--- config.mk ---
export PLATFORM = sky130hd
export DESIGN_NAME = siem_back_flat
export DESIGN_NICKNAME = d
export VERILOG_FILES = /design/src/rtl/siem_pkg.sv /design/src/rtl/siem_result_if.sv /design/src/rtl/siem_back.sv /design/src/flat_wrapper.sv
export VERILOG_INCLUDE_DIRS = /design/src /design/src/rtl
export SDC_FILE = /design/constraint.sdc
export NUM_CORES = 1
export LEC_CHECK = 0
export BUFFER_PORTS_ARGS = -buffer_cell sky130_fd_sc_hd__buf_4
export CORE_MARGIN = 2
export CORE_UTILIZATION = 30
export CTS_BUF_LIST = sky130_fd_sc_hd__clkbuf_4 sky130_fd_sc_hd__clkbuf_8 sky130_fd_sc_hd__clkbuf_16
export DETAILED_ROUTE_END_ITERATION = 12
export PLACE_DENSITY = 0.53
export SLEW_MARGIN = 10
export SYNTH_ARGS = -nofsm -noshare
export SYNTH_HDL_FRONTEND = slang
export SYNTH_SLANG_ARGS = --single-unit
--- constraint.sdc ---
create_clock -name clk -period 5.1 [get_ports clk]
set_clock_uncertainty 0.15 [all_clocks]
set_input_delay 0.51 -clock clk [delete_from_list [all_inputs] [get_ports clk]]
set_output_delay 0.51 -clock clk [all_outputs]
set_load 0.01 [all_outputs]
--- src/rtl/sobel_inverted_edge_magnitude_core_assert.svh ---
// Assertion helpers shared by the queue and back-end modules.
// Each macro expects clk and arst_n in scope.
`ifndef SOBEL_INVERTED_EDGE_MAGNITUDE_CORE_ASSERT_SVH
`define SOBEL_INVERTED_EDGE_MAGNITUDE_CORE_ASSERT_SVH

// Same-cycle implication, off while reset is asserted
`define SIEM_ASSERT_IMP(lbl, ante, cons, msg) \
	lbl: assert property (@(posedge clk) disable iff (!arst_n) (ante) |-> (cons)) \
		else $error(msg);

// Next-cycle implication, off while reset is asserted
`define SIEM_ASSERT_NXT(lbl, ante, cons, msg) \
	lbl: assert property (@(posedge clk) disable iff (!arst_n) (ante) |=> (cons)) \
		else $error(msg);

`endif

--- src/rtl/siem_pkg.sv ---
`default_nettype none

package siem_pkg;

	// Pixel and result widths
	localparam int PIX_W   = 8;
	localparam int EDGE_W  = 8;
	localparam int PIX_MAX = 255;

	// Gradient magnitude fits 10 bits (at most 4 * 255)
	localparam int GRAD_W   = 10;
	localparam int SQ_W     = 2 * GRAD_W;
	// Energy padded to an even width, one root bit per digit pair
	localparam int ROOT_W   = 11;
	localparam int ENERGY_W = 2 * ROOT_W;
	localparam int REM_W    = ROOT_W + 1;
	localparam int STEP_W   = $clog2(ROOT_W);

	// Configuration registers
	localparam int CFG_W       = 12;
	localparam int MIN_DIM     = 3;
	localparam int APB_DATA_W  = 32;
	localparam int APB_ADDR_W  = 3;
	localparam logic [CFG_W-1:0] WIDTH_RESET  = 12'd640;
	localparam logic [CFG_W-1:0] HEIGHT_RESET = 12'd480;

	typedef enum logic {
		REG_FRAME_WIDTH  = 1'b0,
		REG_FRAME_HEIGHT = 1'b1
	} siem_reg_t;

	// Queue between front and back
	localparam int FIFO_DEPTH = 4;
	localparam int PTR_W      = $clog2(FIFO_DEPTH);
	localparam int LVL_W      = $clog2(FIFO_DEPTH + 1);

	typedef struct packed {
		logic [GRAD_W-1:0] gx_abs;
		logic [GRAD_W-1:0] gy_abs;
		logic              last;
	} siem_job_t;

endpackage

`default_nettype wire

--- src/rtl/siem_result_if.sv ---
`default_nettype none

interface siem_result_if;
	import siem_pkg::*;

	logic              valid;
	logic              ready;
	logic [EDGE_W-1:0] edge_value;
	logic              last_of_frame;

	modport source (output valid, output edge_value, output last_of_frame, input ready);
	modport sink (input valid, input edge_value, input last_of_frame, output ready);

endinterface

`default_nettype wire

--- src/rtl/siem_back.sv ---
`default_nettype none
`include "sobel_inverted_edge_magnitude_core_assert.svh"

module siem_back (
	input  logic                             clk,
	input  logic                             arst_n,
	input  siem_pkg::siem_job_t              head_job,
	input  logic                             head_valid,
	output logic                             pop,
	siem_result_if.source                    result
);
	import siem_pkg::*;

	typedef enum logic [2:0] {
		S_IDLE,
		S_SQUARE,
		S_SUM,
		S_ROOT,
		S_FINISH,
		S_OUT
	} state_t;

	state_t              state_q;
	logic [GRAD_W-1:0]   gx_q, gy_q;
	logic                last_q;
	logic [SQ_W-1:0]     sqx_q, sqy_q;
	logic [ENERGY_W-1:0] energy_q;
	logic [REM_W-1:0]    rem_q;
	logic [ROOT_W-1:0]   root_q;
	logic [STEP_W-1:0]   step_q;
	logic [EDGE_W-1:0]   value_q;
	logic                out_valid_q;
	logic                out_last_q;

	logic [REM_W+1:0]    trial;
	logic [REM_W+1:0]    divisor;
	logic                take;
	logic [REM_W:0]      ceil_root;

	// One root digit: bring down two energy bits, try subtracting 4*root+1
	always_comb begin
		trial     = {rem_q, energy_q[ENERGY_W-1 -: 2]};
		divisor   = (REM_W+2)'({root_q, 2'b01});
		take      = (trial >= divisor);
		ceil_root = (REM_W+1)'(root_q) + (REM_W+1)'(rem_q != '0);
	end

	assign pop = (state_q == S_IDLE) && head_valid;

	// Sequencer: square, add, root digits, invert, deliver
	always_ff @(posedge clk or negedge arst_n) begin
		if (!arst_n) begin
			state_q     <= S_IDLE;
			out_valid_q <= 1'b0;
			step_q      <= '0;
		end else begin
			case (state_q)
				S_IDLE: begin
					if (head_valid) begin
						gx_q    <= head_job.gx_abs;
						gy_q    <= head_job.gy_abs;
						last_q  <= head_job.last;
						state_q <= S_SQUARE;
					end
				end
				S_SQUARE: begin
					sqx_q   <= SQ_W'(gx_q) * SQ_W'(gx_q);
					sqy_q   <= SQ_W'(gy_q) * SQ_W'(gy_q);
					state_q <= S_SUM;
				end
				S_SUM: begin
					energy_q <= ENERGY_W'(sqx_q) + ENERGY_W'(sqy_q);
					rem_q    <= '0;
					root_q   <= '0;
					step_q   <= '0;
					state_q  <= S_ROOT;
				end
				S_ROOT: begin
					energy_q <= energy_q << 2;
					if (take) begin
						rem_q  <= REM_W'(trial - divisor);
						root_q <= {root_q[ROOT_W-2:0], 1'b1};
					end else begin
						rem_q  <= REM_W'(trial);
						root_q <= {root_q[ROOT_W-2:0], 1'b0};
					end
					step_q <= step_q + 1'b1;
					if (step_q == STEP_W'(ROOT_W - 1)) state_q <= S_FINISH;
				end
				S_FINISH: begin
					if (ceil_root > (REM_W+1)'(PIX_MAX)) value_q <= '0;
					else value_q <= EDGE_W'((REM_W+1)'(PIX_MAX) - ceil_root);
					out_last_q  <= last_q;
					out_valid_q <= 1'b1;
					state_q     <= S_OUT;
				end
				S_OUT: begin
					if (result.ready) begin
						out_valid_q <= 1'b0;
						state_q     <= S_IDLE;
					end
				end
				default: state_q <= S_IDLE;
			endcase
		end
	end

	assign result.valid         = out_valid_q;
	assign result.edge_value    = value_q;
	assign result.last_of_frame = out_last_q;

	`SIEM_ASSERT_IMP(a_root_floor, state_q == S_FINISH, (rem_q <= {root_q, 1'b0}), "root remainder too large")

endmodule

`default_nettype wire

--- src/flat_wrapper.sv ---
// flat-port wrapper written by rule: the top's interface ports become plain ports
module siem_back_flat import siem_pkg::*;
  (clk, arst_n, head_job, head_valid, pop, result_valid, result_edge_value, result_last_of_frame, result_ready);
  siem_result_if result_i ();
  input  logic clk;
  input  logic arst_n;
  input  siem_pkg::siem_job_t head_job;
  input  logic head_valid;
  output logic pop;
  output wire logic [$bits(result_i.valid)-1:0] result_valid;
  output wire logic [$bits(result_i.edge_value)-1:0] result_edge_value;
  output wire logic [$bits(result_i.last_of_frame)-1:0] result_last_of_frame;
  input wire logic [$bits(result_i.ready)-1:0] result_ready;
  assign result_valid = result_i.valid;
  assign result_edge_value = result_i.edge_value;
  assign result_last_of_frame = result_i.last_of_frame;
  assign result_i.ready = result_ready;
  siem_back u_core (.clk(clk), .arst_n(arst_n), .head_job(head_job), .head_valid(head_valid), .pop(pop), .result(result_i));
endmodule
==> metrics.txt <==
Final Instance Area 0.0138 mm2; portion of total power attributed to sequential cells 0.205; worst-case vdd ir drop 0.352 mV; total wirelength of the detailed-routed design 24,200 um; effective utilization at floorplan 0.305; number of flip-flops and latches in the synthesized netlist 121; switching component of the power 3.94 mW; switch share 0.437; Placed Cells 1,708; post-synthesis instance area 0.0115 mm2; total die area 0.0400 mm2; H-tree lvl count 4; Sinks on Clock Net 121; final hold vios 0; R2R Path End u_core.sqy_q[18]; Max Cap Viol 0; synthesized net count 1,397; top cell types by occurrence after synthesis sky130_fd_sc_hd__inv_1 (166), sky130_fd_sc_hd__ha_1 (131), sky130_fd_sc_hd__edfxtp_1 (113), sky130_fd_sc_hd__fa_1 (94), sky130_fd_sc_hd__nand2_1 (84); maximum clock insertion buffer count 2; cell type with the highest occurrence count on the critical path sky130_fd_sc_hd__fa_1; final-stage net count 1,489; TritonCTS clock tree built; half-perimeter wire length after placement 18,700 um; path type of the worst min-delay path input pin to register; worst reg2reg startpoint u_core.gy_q[3]; largest fanout on the critical path 5; Core Rows 71; number of standard cells in the final layout excluding fillers 1,763; number of antenna-violating nets in the routed design 0; clock network power share 0.135; total power per unit cell area 652 mW/mm2; ratio of final minimum period to clock period 0.969; cts bufs inserted 17; headroom to the max-slew limit 0.367; Gate Count Post-Synth 1,147; number of DRC markers in iteration 0 409; die outline width 200 um; setup repair after global routing missed its margin true; via count of the first global-routing pass 8,202; Synth warnings 0; CTS root buf sky130_fd_sc_hd__clkbuf_16; placed instance area 0.0127 mm2; depth of the worst hold-timing path 1; leakage power summed over all cells 6.15 nW; CP max stage delay 540 ps; maximum number of pins on one net before global-route repair 46; sink of the worst hold path u_core.gy_q[6]; startpoint of the worst hold path head_job[7]; DR pass1 iterations 4; Wirelength per Cell 13.7 um; global routing usage summed across all routing layers 0.126; Inserted Diodes 0; kind of cell with the highest combined delay on the critical path adder cells; proportion of power drawn by combinational gates 0.660; dominant cell type by area after synthesis sky130_fd_sc_hd__edfxtp_1; most area-consuming cells after synthesis sky130_fd_sc_hd__edfxtp_1 (29%), sky130_fd_sc_hd__fa_1 (16%), sky130_fd_sc_hd__ha_1 (14%), sky130_fd_sc_hd__inv_1 (5.4%), sky130_fd_sc_hd__xnor2_1 (3.3%); Setup-failing EPs final 0; Worst Setup End Kind register; vias after detailed routing 8,177; Int Power 5.07 mW; initial antenna violation count 0; data required time of the worst path 5130 ps; core region area 0.0378 mm2; final critical path time including I/O delays and setup 4940 ps; slew of the pin with the lowest slew margin 947 ps; Primary FF master, synth sky130_fd_sc_hd__edfxtp_1; global placement routability congestion 0.826; mean area per synthesized cell 10.0 um2; clock network latency to the later pin of the worst-skew pair 440 ps; growth of design area from synthesis to finish 20.0%; critical path startpoint category register; Yosys top cell area share 0.295; proportion of synthesized flip-flops having asynchronous set or reset 0.0661; ratio of cells with drive above 1 in the final layout 0.189; crit path DAT 4980 ps; proportion of synthesized chip area in sequential cells 0.312; run status completed; global-route wire length before repair 40,000 um; count of cells along the worst register-to-register path 16; internal reg-to-reg setup slack 160 ps; cell-by-cell trace of the critical path buf_4, and2_1, fa_1, fa_1, inv_1, fa_1, inv_1, fa_1, ha_1, ha_1, buf_4, a21o_1, a21oi_2, o211ai_1, a21oi_2, xnor2_1; path type of the worst setup path register to register; most frequently used cell type in the post-synthesis netlist sky130_fd_sc_hd__inv_1; number of vias per cell after detailed routing 4.64; number of ports placed on the die boundary 36; die boundary height 200 um; leftover overflow at the end of global routing 0; Crit path buffers/inverters 4; number of buffers added on ports 35; number of enable-type register cells in the synthesized netlist 113; worst-path cell with the longest stage delay sky130_fd_sc_hd__fa_1; clock edge transition at the registers on the reported setup and hold paths 70 ps; maximum clock frequency 202 MHz; number of max-slew violations in the final report 0; count of different cell masters after synthesis 72; DRC viols 0
[timing repair]
| item | CTS | global route |
|---|---|---|
| pin swaps | 1 | 64 |
| hold buffers | 1 | 0 |
| resized for setup | 4 | 92 |
| setup buffers | 2 | 20 |
| endpoints found under the hold margin | 8 | 0 |
| endpoints found under the setup margin | 2 | 19 |
[power groups by stage]
| stage | Clock, mW | Combinational (mW) | Sequential, mW |
|---|---|---|---|
| 2_1_floorplan | 0 | 4.15 | 1.79 |
| 3_3_place_gp | 0 | 5.35 | 1.87 |
| 3_5_place_dp | 0 | 5.39 | 1.87 |
| 4_1_cts | 1.25 | 5.44 | 1.85 |
| 5_1_grt | 1.29 | 6.77 | 1.88 |
| 6_report | 1.21 | 5.94 | 1.85 |
[routing by layer]
metal / global-route usage / part of all wire
met5: 0 / 0
met1: 0.166 / 0.48
met3: 0.0244 / 0.023
met2: 0.215 / 0.49
met4: 0.0252 / 0.0074
[cell usage in the layout (no fill, tap or decap), drive strengths merged, types with 51 or more instances in the layout]
cell type and count:
fa 94, inv 174, nand2 84, nor2 68, buf 108, and2 57
o21ai 51, edfxtp 113, a21oi 67, ha 131
[through the flow]
stage / setup WS [ps] / TNS [ps] / hold slack [ps] / power [mW] / util
floorplan: 11.1 / 0 / 64.4 / 5.93 / -
global placement: 24.4 / 0 / 200 / 7.22 / 0.336
detailed placement: -15.0 / -15.0 / 201 / 7.26 / 0.336
CTS: 3.33 / 0 / 73.0 / 8.55 / 0.352
global route: -35.3 / -130 / 76.8 / 9.94 / 0.366
finish: 157 / 0 / 97.5 / 9.01 / 0.366
[registers in the layout, indices dropped and copies added (netlist names), 3 cells and up]
name,flops
u_core.sqx_q,19
u_core.root_q,11
u_core.gy_q,10
u_core.state_q,3
u_core.sqy_q,19
u_core.energy_q,22
u_core.gx_q,10
u_core.rem_q,12
u_core.step_q,4
u_core.result.edge_value,8
[how the worst max path moves through the flow]
stage	cells after the start	from	endpoint
after floorplan	17	u_core.gy_q[0]	u_core.sqy_q[18]
after global placement	18	u_core.gx_q[5]	u_core.sqx_q[19]
after detailed placement	16	u_core.gy_q[1]	u_core.sqy_q[18]
after CTS	17	u_core.gy_q[1]	u_core.sqy_q[17]
after global routing	16	u_core.gx_q[6]	u_core.sqx_q[19]
final	16	u_core.gy_q[3]	u_core.sqy_q[18]
[worst reg2reg max path, stage by stage (launching register included)]
cell	delay, ps
sky130_fd_sc_hd__edfxtp_1	520
sky130_fd_sc_hd__buf_4	200
sky130_fd_sc_hd__and2_1	170
sky130_fd_sc_hd__fa_1	510
sky130_fd_sc_hd__fa_1	540
sky130_fd_sc_hd__inv_1	50
sky130_fd_sc_hd__fa_1	520
sky130_fd_sc_hd__inv_1	50
sky130_fd_sc_hd__fa_1	470
sky130_fd_sc_hd__ha_1	310
sky130_fd_sc_hd__ha_1	310
sky130_fd_sc_hd__buf_4	150
sky130_fd_sc_hd__a21o_1	170
sky130_fd_sc_hd__a21oi_2	180
sky130_fd_sc_hd__o211ai_1	140
sky130_fd_sc_hd__a21oi_2	160
sky130_fd_sc_hd__xnor2_1	80
[logic make-up after synthesis]
kind of cell | synth area share
DFF | 0.312
buffers and inverters | 0.0670
adders and majority gates | 0.306
muxes | 0.00728
AOI/OAI and AO/OA | 0.123
xor gates and xnor gates | 0.0479
and+or+nand+nor | 0.137
[final cells by class]
| type | instances | area (um2) |
|---|---|---|
| Fill cell | 3794 | 23900 |
| Clock buffer | 17 | 425 |
| Inverter | 166 | 627 |
| Tap cell | 511 | 639 |
| Timing Repair Buffer | 109 | 851 |
| Clock inverter | 15 | 155 |
| Sequential cell | 121 | 3590 |
| Multi-Input combinational cell | 824 | 7530 |
Note: power is estimated with default switching activity, not from simulation.
