$ cat config.mk
export PLATFORM = sky130hd
export DESIGN_NAME = siem_fifo
export DESIGN_NICKNAME = d
export VERILOG_FILES = /design/src/rtl/siem_pkg.sv /design/src/rtl/siem_fifo.sv
export VERILOG_INCLUDE_DIRS = /design/src /design/src/rtl
export SDC_FILE = /design/constraint.sdc
export NUM_CORES = 1
export LEC_CHECK = 0
export ABC_AREA = 1
export CORE_ASPECT_RATIO = 0.6
export CORE_MARGIN = 1.5
export CORE_UTILIZATION = 30
export CTS_BUF_LIST = sky130_fd_sc_hd__clkbuf_16
export DETAILED_ROUTE_END_ITERATION = 8
export DONT_BUFFER_PORTS = 1
export SETUP_SLACK_MARGIN = 0.05
export SYNTH_ARGS = -nofsm -noshare
export SYNTH_HDL_FRONTEND = slang
export SYNTH_SLANG_ARGS = --single-unit
$ cat constraint.sdc
create_clock -name clk -period 3.5 [get_ports clk]
set_clock_uncertainty 0.2 [all_clocks]
set_input_delay 0.525 -clock clk [delete_from_list [all_inputs] [get_ports clk]]
set_output_delay 0.525 -clock clk [all_outputs]
set_load 0.05 [all_outputs]
$ cat src/rtl/sobel_inverted_edge_magnitude_core_assert.svh
// Assertion helpers shared by the queue and back-end modules.
// Each macro expects clk and arst_n in scope.
`ifndef SOBEL_INVERTED_EDGE_MAGNITUDE_CORE_ASSERT_SVH
`define SOBEL_INVERTED_EDGE_MAGNITUDE_CORE_ASSERT_SVH

// Same-cycle implication, off while reset is asserted
`define SIEM_ASSERT_IMP(lbl, ante, cons, msg) \
	lbl: assert property (@(posedge clk) disable iff (!arst_n) (ante) |-> (cons)) \
		else $error(msg);

// Next-cycle implication, off while reset is asserted
`define SIEM_ASSERT_NXT(lbl, ante, cons, msg) \
	lbl: assert property (@(posedge clk) disable iff (!arst_n) (ante) |=> (cons)) \
		else $error(msg);

`endif

$ cat src/rtl/siem_pkg.sv
`default_nettype none

package siem_pkg;

	// Pixel and result widths
	localparam int PIX_W   = 8;
	localparam int EDGE_W  = 8;
	localparam int PIX_MAX = 255;

	// Gradient magnitude fits 10 bits (at most 4 * 255)
	localparam int GRAD_W   = 10;
	localparam int SQ_W     = 2 * GRAD_W;
	// Energy padded to an even width, one root bit per digit pair
	localparam int ROOT_W   = 11;
	localparam int ENERGY_W = 2 * ROOT_W;
	localparam int REM_W    = ROOT_W + 1;
	localparam int STEP_W   = $clog2(ROOT_W);

	// Configuration registers
	localparam int CFG_W       = 12;
	localparam int MIN_DIM     = 3;
	localparam int APB_DATA_W  = 32;
	localparam int APB_ADDR_W  = 3;
	localparam logic [CFG_W-1:0] WIDTH_RESET  = 12'd640;
	localparam logic [CFG_W-1:0] HEIGHT_RESET = 12'd480;

	typedef enum logic {
		REG_FRAME_WIDTH  = 1'b0,
		REG_FRAME_HEIGHT = 1'b1
	} siem_reg_t;

	// Queue between front and back
	localparam int FIFO_DEPTH = 4;
	localparam int PTR_W      = $clog2(FIFO_DEPTH);
	localparam int LVL_W      = $clog2(FIFO_DEPTH + 1);

	typedef struct packed {
		logic [GRAD_W-1:0] gx_abs;
		logic [GRAD_W-1:0] gy_abs;
		logic              last;
	} siem_job_t;

endpackage

`default_nettype wire

$ cat src/rtl/siem_fifo.sv
`default_nettype none
`include "sobel_inverted_edge_magnitude_core_assert.svh"

module siem_fifo (
	input  logic                             clk,
	input  logic                             arst_n,
	input  logic                             push,
	input  siem_pkg::siem_job_t              push_job,
	input  logic                             pop,
	output siem_pkg::siem_job_t              head_job,
	output logic                             head_valid,
	output logic [siem_pkg::LVL_W-1:0]       level
);
	import siem_pkg::*;

	siem_job_t        job_q [FIFO_DEPTH];
	logic [PTR_W-1:0] wr_ptr_q;
	logic [PTR_W-1:0] rd_ptr_q;
	logic [LVL_W-1:0] level_q;

	// Pointers and fill level
	always_ff @(posedge clk or negedge arst_n) begin
		if (!arst_n) begin
			wr_ptr_q <= '0;
			rd_ptr_q <= '0;
			level_q  <= '0;
		end else begin
			if (push) wr_ptr_q <= wr_ptr_q + 1'b1;
			if (pop) rd_ptr_q <= rd_ptr_q + 1'b1;
			if (push && !pop) level_q <= level_q + 1'b1;
			else if (pop && !push) level_q <= level_q - 1'b1;
		end
	end

	// Storage
	always_ff @(posedge clk) begin
		if (push) job_q[wr_ptr_q] <= push_job;
	end

	assign head_job   = job_q[rd_ptr_q];
	assign head_valid = (level_q != '0);
	assign level      = level_q;

	`SIEM_ASSERT_IMP(a_no_overflow, push, (level_q < LVL_W'(FIFO_DEPTH)) || pop, "queue overflow")
	`SIEM_ASSERT_IMP(a_no_underflow, pop, level_q != '0, "queue underflow")
	`SIEM_ASSERT_NXT(a_level_up, push && !pop, level_q == $past(level_q) + 1'b1, "level lost a push")

endmodule

`default_nettype wire

==> results of run 1 <==
-- worst register-to-register path: stages (launching register included) --
cell	delay [ns]
dfrtp_1	0.42
inv_1	0.09
ha_1	0.14
nand2_1	0.05
inv_1	0.74
-- power by group --
group	internal [W]	switching, W	leakage (nW)
Sequential	0.00144	0.000239	0.854
Combinational	0.000572	0.00135	0.811
Clock	0.000615	0.000376	0.146
-- sequential cells by signal, summed over array words and instances, names as in the netlist --
name	count
job_q	84
level	3
rd_ptr_q	2
wr_ptr_q	2
-- layer usage --
metal / track usage, % / up-vias / routed length [µm]
met5: 0 / - / 0
met4: 3.64 / 0 / 64
met3: 3.88 / 6 / 442
met2: 16.7 / 46 / 3170
met1: 15.4 / 947 / 3450
li1: - / 1038 / -
-- final cells by class --
type                    instances  area share [%]
well taps                     170            4.70
repair buffers                 28            4.70
multi-input cells             133            19.7
clock buffers                   9            4.97
flip-flops and latches         91            59.6
inverters                      54            4.48
clock inverters                 7            1.82
-- logic make-up after synthesis --
logic type / share of synthesized area [%]
AO/OA/AOI/OAI: 10.8
XOR/XNOR: 0.890
adder cells (fa/ha/maj): 2.10
buffers and inverters: 8.80
flip-flops: 68.5
AND/OR/NAND/NOR: 8.87
-- through the flow --
step	total power (W)	hold WS, ns	instance area, µm²	cells
floorplan	0.00322	0.0294	3940	293
global placement	0.00364	0.0299	4210	475
detailed placement	0.00366	0.0298	4210	475
CTS	0.00467	0.0569	4530	492
global route	0.00486	0.0619	4530	492
finish	0.00460	0.0753	4530	492
-- cells in the final DEF, fill, tap and decap left out --
| cell type | synthesis | final |
|---|---|---|
| clkinv_1 | 0 | 4 |
| nand4_1 | 1 | 1 |
| edfxtp_1 | 84 | 84 |
| dfrtp_4 | 0 | 1 |
| buf_4 | 2 | 27 |
| o211ai_2 | 21 | 21 |
| nand2_1 | 59 | 59 |
| clkbuf_16 | 0 | 9 |
| clkinvlp_4 | 0 | 1 |
| o211ai_1 | 21 | 21 |
| inv_1 | 54 | 54 |
| dfrtp_1 | 7 | 6 |
| xnor2_1 | 1 | 1 |
| o21ai_1 | 1 | 1 |
| fa_1 | 1 | 1 |
| dlygate4sd3_1 | 0 | 1 |
| ha_1 | 5 | 5 |
| nand2_2 | 18 | 18 |
| nor2_1 | 1 | 1 |
| bufinv_16 | 0 | 2 |
| xor2_1 | 3 | 3 |
| nand3_1 | 1 | 1 |
-- worst min path at each step --
stage               startpoint          end  slack, ns  cells past startpoint
floorplan               arst_n     level[0]       0.03                      0
global placement        arst_n  rd_ptr_q[1]       0.03                      0
detailed placement      arst_n  rd_ptr_q[1]       0.03                      0
CTS                        pop  rd_ptr_q[0]       0.06                      1
global route              push  wr_ptr_q[1]       0.06                      1
finish                     pop  rd_ptr_q[0]       0.08                      1
-- synthesized netlist by cell type, drive strengths merged --
master | count | area share [%]
edfxtp | 84 | 64
nand2 | 77 | 8.5
inv | 54 | 5.1
o211ai | 42 | 11
buf | 12 | 3.4
dfrtp | 7 | 4.5
ha | 5 | 1.6
clkbuf | 3 | 0.29
xor2 | 3 | 0.67
fa | 1 | 0.51
nand3 | 1 | 0.13
nand4 | 1 | 0.16
nor2 | 1 | 0.095
o21ai | 1 | 0.13
xnor2 | 1 | 0.22
==> out/qor.csv, run 1 <==
stage;metric;value;unit
worst_setup_path;cp-startpoint;rd_ptr_q[0];
run_status;status;completed;
worst_setup_path;critPathMaxFanout;48;
synth;syn_avg_cell_area;13.4;µm²
worst_setup_path;cp.required;2.77;ns
synth;yosys_warnings;0;
worst_setup_path;crit_cells;5;
placement;dp_slack;1.18;ns
clock_network;clkTransAtPathRegs;0.06;ns
placement;numPortBuffers;0;
global_routing;grtUsageTotal;11.3;%
worst_setup_path;cp-endpoint;head_job[16];
cells_and_area;syn_to_final_growth;15.1;%
clock_network;cts_tree;built;
sta;relSlewSlack;29.8;%
synth;syn_nets;324;
global_routing;grt_first_pass_wirelength;11.3;mm
synth;seq_area_frac_synth;68.5;%
pwr;p_per_area;1010;nW/µm²
routing;wl_per_cell;14.5;µm
die;dieArea;13800;µm²
worst_setup_path;end_kind;output pin;
clock_network;h-tree-depth;3;
global_routing;grt-ovfl-total;0;
cells_and_area;finalCoreUtilization;35.4;%
placement;gp_congestion;0.677;
sta;tns;0;ns
worst_setup_path;start_kind;flop;
clock_network;holdBufCountCts;1;
worst_setup_path;cp_slowest_stage_delay;0.81;ns
worst_setup_path;reg2reg_from;wr_ptr_q[0];
die;die_h;91.7;µm
sta;fmax;375;MHz
cells_and_area;fillCellCount;1248;
routing;drt-total-wl;7.12;mm
clock_network;cts-resized-gates;0;
clock_network;post-cts-setup-buffer-count;0;
worst_setup_path;r2r_end;job_q[2][2];
worst_setup_path;path_buf_inv;2;
routing;drtAntennaViolNets;0;
synth;ys_types;21;
pwr;p_leak;1.81;nW
synth;synth.ff_latch_count;91;
routing;drt-initial-drc-count;111;
die;initial_utilization;30.7;%
worst_setup_path;worstPathArrival;1.94;ns
placement;hpwl;4.51;mm
cells_and_area;regArea;2700;µm²
sta;finalSetupViolCount;0;
sta;drv_slew;0;
worst_setup_path;crit_family;flip-flops;
synth;netlist_area;3940;µm²
clock_network;cts_buffers;9;
pwr;worst_ir_drop_vdd;536;µV
worst_setup_path;worstSetupPathType;reg -> out;
die;core_area;12800;µm²
sta;rsz0062_at_grt;no;
clock_network;cts_root_buffer;clkbuf_16;
hold_path;hold_path_class;in -> reg;
routing;viasPerCell;4.14;
routing;drc_errors;0;
worst_setup_path;crit_chain;buf_4 -> nand2_1 -> o211ai_1 -> nand2_1 -> buf_4;
sta;period_needed;2.67;ns
sta;fin_ws;0.831;ns
worst_setup_path;r2r_setup_slack;1.46;ns
global_routing;grt_pass1_vias;2063;
cells_and_area;multi_input_area;892;µm²
global_routing;grt_antenna_before_repair;0;
global_routing;grt_max_degree;49;
synth;synth_cells;293;
sta;tightestPinTransition;1.05;ns
job;drv_cap;0;
clock_network;worstSkewPairLatency;0.33;ns
clock_network;clock_path_buffers;2;
sta;fin_crit_sh;76.2;%
cells_and_area;num_antenna_cells;0;
cells_and_area;drive_gt1_share;24.5;%
die;rows;32;
sta;hold_viol;0;
worst_setup_path;rr_worst_depth;4;
clock_network;clkSinkCount;91;
worst_setup_path;slowest_stage;dfrtp_4;
routing;vias;2037;
die;io_pins;50;
routing;drt_first_pass_iters;4;
die;die_w;151;µm
cells_and_area;fin_nets;348;
Power figures use the tool's default switching activity.
==> run 2: changes to the inputs <==
ABC_AREA = 0   (was 1)
clock period = 2.7 ns   (was 3.5 ns; I/O delays follow)
==> run 2 against run 1 <==
Net effect: sequential share of layout area is 5.5 points higher; worst setup slack worse by 0.52 ns; cell area is 8.6% lower.
==> out/qor.csv, run 2 <==
stage;metric;value;unit;change
die;dieArea;12200;µm²;was 13800 µm²
routing;drc_errors;0;;unchanged
clock_network;h-tree-depth;3;;unchanged
global_routing;grt-ovfl-total;0;;unchanged
pwr;p_clk_share;22.1;%;was 21.6%
pwr;worst_ir_drop_vdd;447;µV;was 536 µV
synth;synthMostInstantiatedCell;edfxtp_1;;unchanged
synth;ys_types;18;;was 21
synth;synthFlopType;edfxtp_1;;unchanged
global_routing;grtUsageTotal;10.7;%;was 11.3%
die;initial_utilization;30.7;%;about the same
sta;tns;0;ns;unchanged
cells_and_area;syn_to_final_growth;19.9;%;was 15.1%
synth;synth_top_area_share;73.1;%;was 64.1%
placement;hpwl;3.86;mm;was 4.51 mm
die;die_w;141;µm;was 151 µm
pwr;swShare;39.4;%;was 42.8%
cells_and_area;finalCoreUtilization;36.8;%;was 35.4%
clock_network;cts_buffers;9;;unchanged
pwr;finalPower;0.00491;W;was 0.00460 W
pwr;combPwrFrac;35.7;%;was 41.9%
synth;netlist_area;3450;µm²;was 3940 µm²
worst_setup_path;cp.required;2.10;ns;was 2.77 ns
pwr;p_per_area;1190;nW/µm²;was 1010 nW/µm²
sta;drv_slew;0;;unchanged
worst_setup_path;critPathMaxFanout;8;;was 48
synth;synth_top_cells_by_area;edfxtp_1 (73%), mux4_2 (12%), dfrtp_1 (5.1%);;was edfxtp_1 (64%), o211ai_2 (6.7%), nand2_1 (5.6%)
sta;fmax;419;MHz;
clock_network;cts_root_buffer;clkbuf_16;;unchanged
synth;yosys_warnings;0;;unchanged
cells_and_area;num_antenna_cells;0;;unchanged
placement;numPortBuffers;0;;unchanged
synth;syn_nets;174;;was 324
sta;finalSetupViolCount;0;;unchanged
sta;period_needed;2.38;ns;
global_routing;grt_antenna_before_repair;0;;unchanged
synth;synth_top_area_cell;edfxtp_1;;unchanged
die;core_area;11300;µm²;was 12800 µm²
synth;synth.ff_latch_count;91;;unchanged
clock_network;clock_path_buffers;2;;unchanged
pwr;p_int;0.00297;W;was 0.00263 W
global_routing;grt_first_pass_wirelength;9.32;mm;was 11.3 mm
routing;vias;1434;;was 2037
sta;relSlewSlack;60.9;%;was 29.8%
cells_and_area;drive_gt1_share;21.1;%;was 24.5%
synth;syn_avg_cell_area;24.1;µm²;was 13.4 µm²
cells_and_area;regMostFlops;job_q;;unchanged
pwr;seq_power_share;42.1;%;was 36.6%
run_status;status;completed;;unchanged
hold_path;hold_path_class;in -> reg;;unchanged
placement;dp_slack;0.627;ns;was 1.18 ns
global_routing;grt_max_degree;23;;was 49
sta;whs;0.0319;ns;was 0.0753 ns
routing;viasPerCell;4.36;;was 4.14
die;io_pins;50;;unchanged
worst_setup_path;start_kind;flop;;unchanged
cells_and_area;fillCellCount;1024;;was 1248
clock_network;clkSinkCount;91;;unchanged
routing;drtAntennaViolNets;0;;unchanged
synth;seq_area_frac_synth;78.1;%;was 68.5%
cells_and_area;layout.cells.most_common;edfxtp_1;;unchanged
worst_setup_path;worstSetupPathType;reg -> out;;unchanged
sta;fin_crit_sh;88.3;%;
clock_network;worstSkewPairLatency;0.32;ns;was 0.33 ns
pwr;p_leak;1.39;nW;was 1.81 nW
cells_and_area;fin_nets;211;;was 348
clock_network;cts_tree;built;;unchanged
sta;fin_ws;0.315;ns;was 0.831 ns
routing;drt_first_pass_iters;4;;unchanged
sta;tightestPinTransition;0.587;ns;was 1.05 ns
die;die_h;86.1;µm;was 91.7 µm
job;drv_cap;0;;unchanged
sta;hold_viol;0;;unchanged
routing;drt-total-wl;5.92;mm;was 7.12 mm
clock_network;post-cts-setup-buffer-count;0;;unchanged
cells_and_area;most-common-layout-cells;edfxtp_1 (84), dlygate4sd3_1 (24), mux4_2 (18);;was edfxtp_1 (84), nand2_1 (59), inv_1 (54)
worst_setup_path;end_kind;output pin;;unchanged
cells_and_area;largest_reg_flops;84;;unchanged
die;rows;30;;was 32
synth;synthArstFlopShare;7.69;%;unchanged
synth;synth_common_cells;edfxtp_1 (84), mux4_2 (18), dfrtp_1 (7);;was edfxtp_1 (84), nand2_1 (59), inv_1 (54)
sta;rsz0062_at_grt;no;;unchanged
placement;gp_congestion;0.625;;was 0.677
global_routing;grt_pass1_vias;1553;;was 2063
worst_setup_path;worstPathArrival;1.78;ns;was 1.94 ns
synth;synth_cells;143;;was 293
routing;drt-initial-drc-count;52;;was 111
pwr;p_switching;0.00193;W;was 0.00197 W
routing;wl_per_cell;18.0;µm;was 14.5 µm
clock_network;clkTransAtPathRegs;0.06;ns;about the same
synth;synth_edf_count;84;;unchanged
==> run 2: changes by cell type after synthesis, moves of 4 or more <==
cell      change
and2_1        +4
o211ai_2     -21
inv_1        -50
mux4_2       +18
o211ai_1     -21
nand2_2      -18
nand2_1      -57
==> run 2: power by group through the flow <==
stage | Combinational [W] | Sequential [W] | Clock, W
floorplan | 0.00157 | 0.00204 | 0
global placement | 0.00172 | 0.00210 | 0
detailed placement | 0.00174 | 0.00210 | 0
CTS | 0.00178 | 0.00208 | 0.00113
global route | 0.00185 | 0.00210 | 0.00117
finish | 0.00175 | 0.00207 | 0.00109
==> run 2: worst paths after layout <==
kind,cells after the start,startpoint,end,slack [ns]
min in group asynchronous,1,arst_n,wr_ptr_q[0],0.23
max reg2reg,4,wr_ptr_q[0],job_q[0][19],0.87
min reg2reg,1,wr_ptr_q[0],wr_ptr_q[0],0.35
min,2,pop,rd_ptr_q[1],0.03
max in group asynchronous,1,arst_n,rd_ptr_q[0],1.78
max,2,rd_ptr_q[0],head_job[20],0.32
==> run 2: timing repair <==
item | CTS | global route
endpoints found under the setup margin | 0 | 0
hold endpoints to repair | 94 | 0
hold buffers | 24 | 0
resized for setup | 0 | 0
==> run 2: per-layer routing <==
metal  vias to the layer above  global-route usage, %  part of all wire, %
met4                         0                   3.37                    0
met5                         -                      0                    0
li1                        660                      -                    -
met3                         0                   4.19                  5.8
met1                       738                   14.6                   48
met2                        36                   16.0                   46
==> run 2: kinds of logic (layout without fill, tap and decap cells) <==
| logic type | count (synthesis) | count (layout) | share of synthesized area [%] |
|---|---|---|---|
| flip-flops | 91 | 91 | 78.1 |
| multiplexers | 22 | 22 | 14.4 |
| buffers and inverters | 9 | 51 | 2.21 |
| AND/OR/NAND/NOR | 8 | 8 | 1.23 |
| adder cells (fa/ha/maj) | 6 | 6 | 2.39 |
| XOR/XNOR | 6 | 6 | 1.52 |
| AO/OA/AOI/OAI | 1 | 1 | 0.145 |
==> run 2: per-stage QoR <==
stage | area (µm²) | instances
finish | 4140 | 329
global route | 4140 | 329
CTS | 4140 | 329
detailed placement | 3640 | 289
global placement | 3640 | 289
floorplan | 3450 | 143
==> run 2: critical path: stages, from the launching register on <==
cell     delay, ns
dfrtp_2       0.52
buf_4         0.24
mux4_2        0.68
==> run 2: final cells by class <==
class / instances / area (µm²) / share of cell area (%)
clock buffer: 9 / 225 / 5.44
clock inverter: 7 / 37.5 / 0.907
inverter: 4 / 15.0 / 0.363
multi-input combinational: 43 / 678 / 16.4
sequential: 91 / 2700 / 65.2
tap: 144 / 180 / 4.35
timing repair buffer: 31 / 305 / 7.37
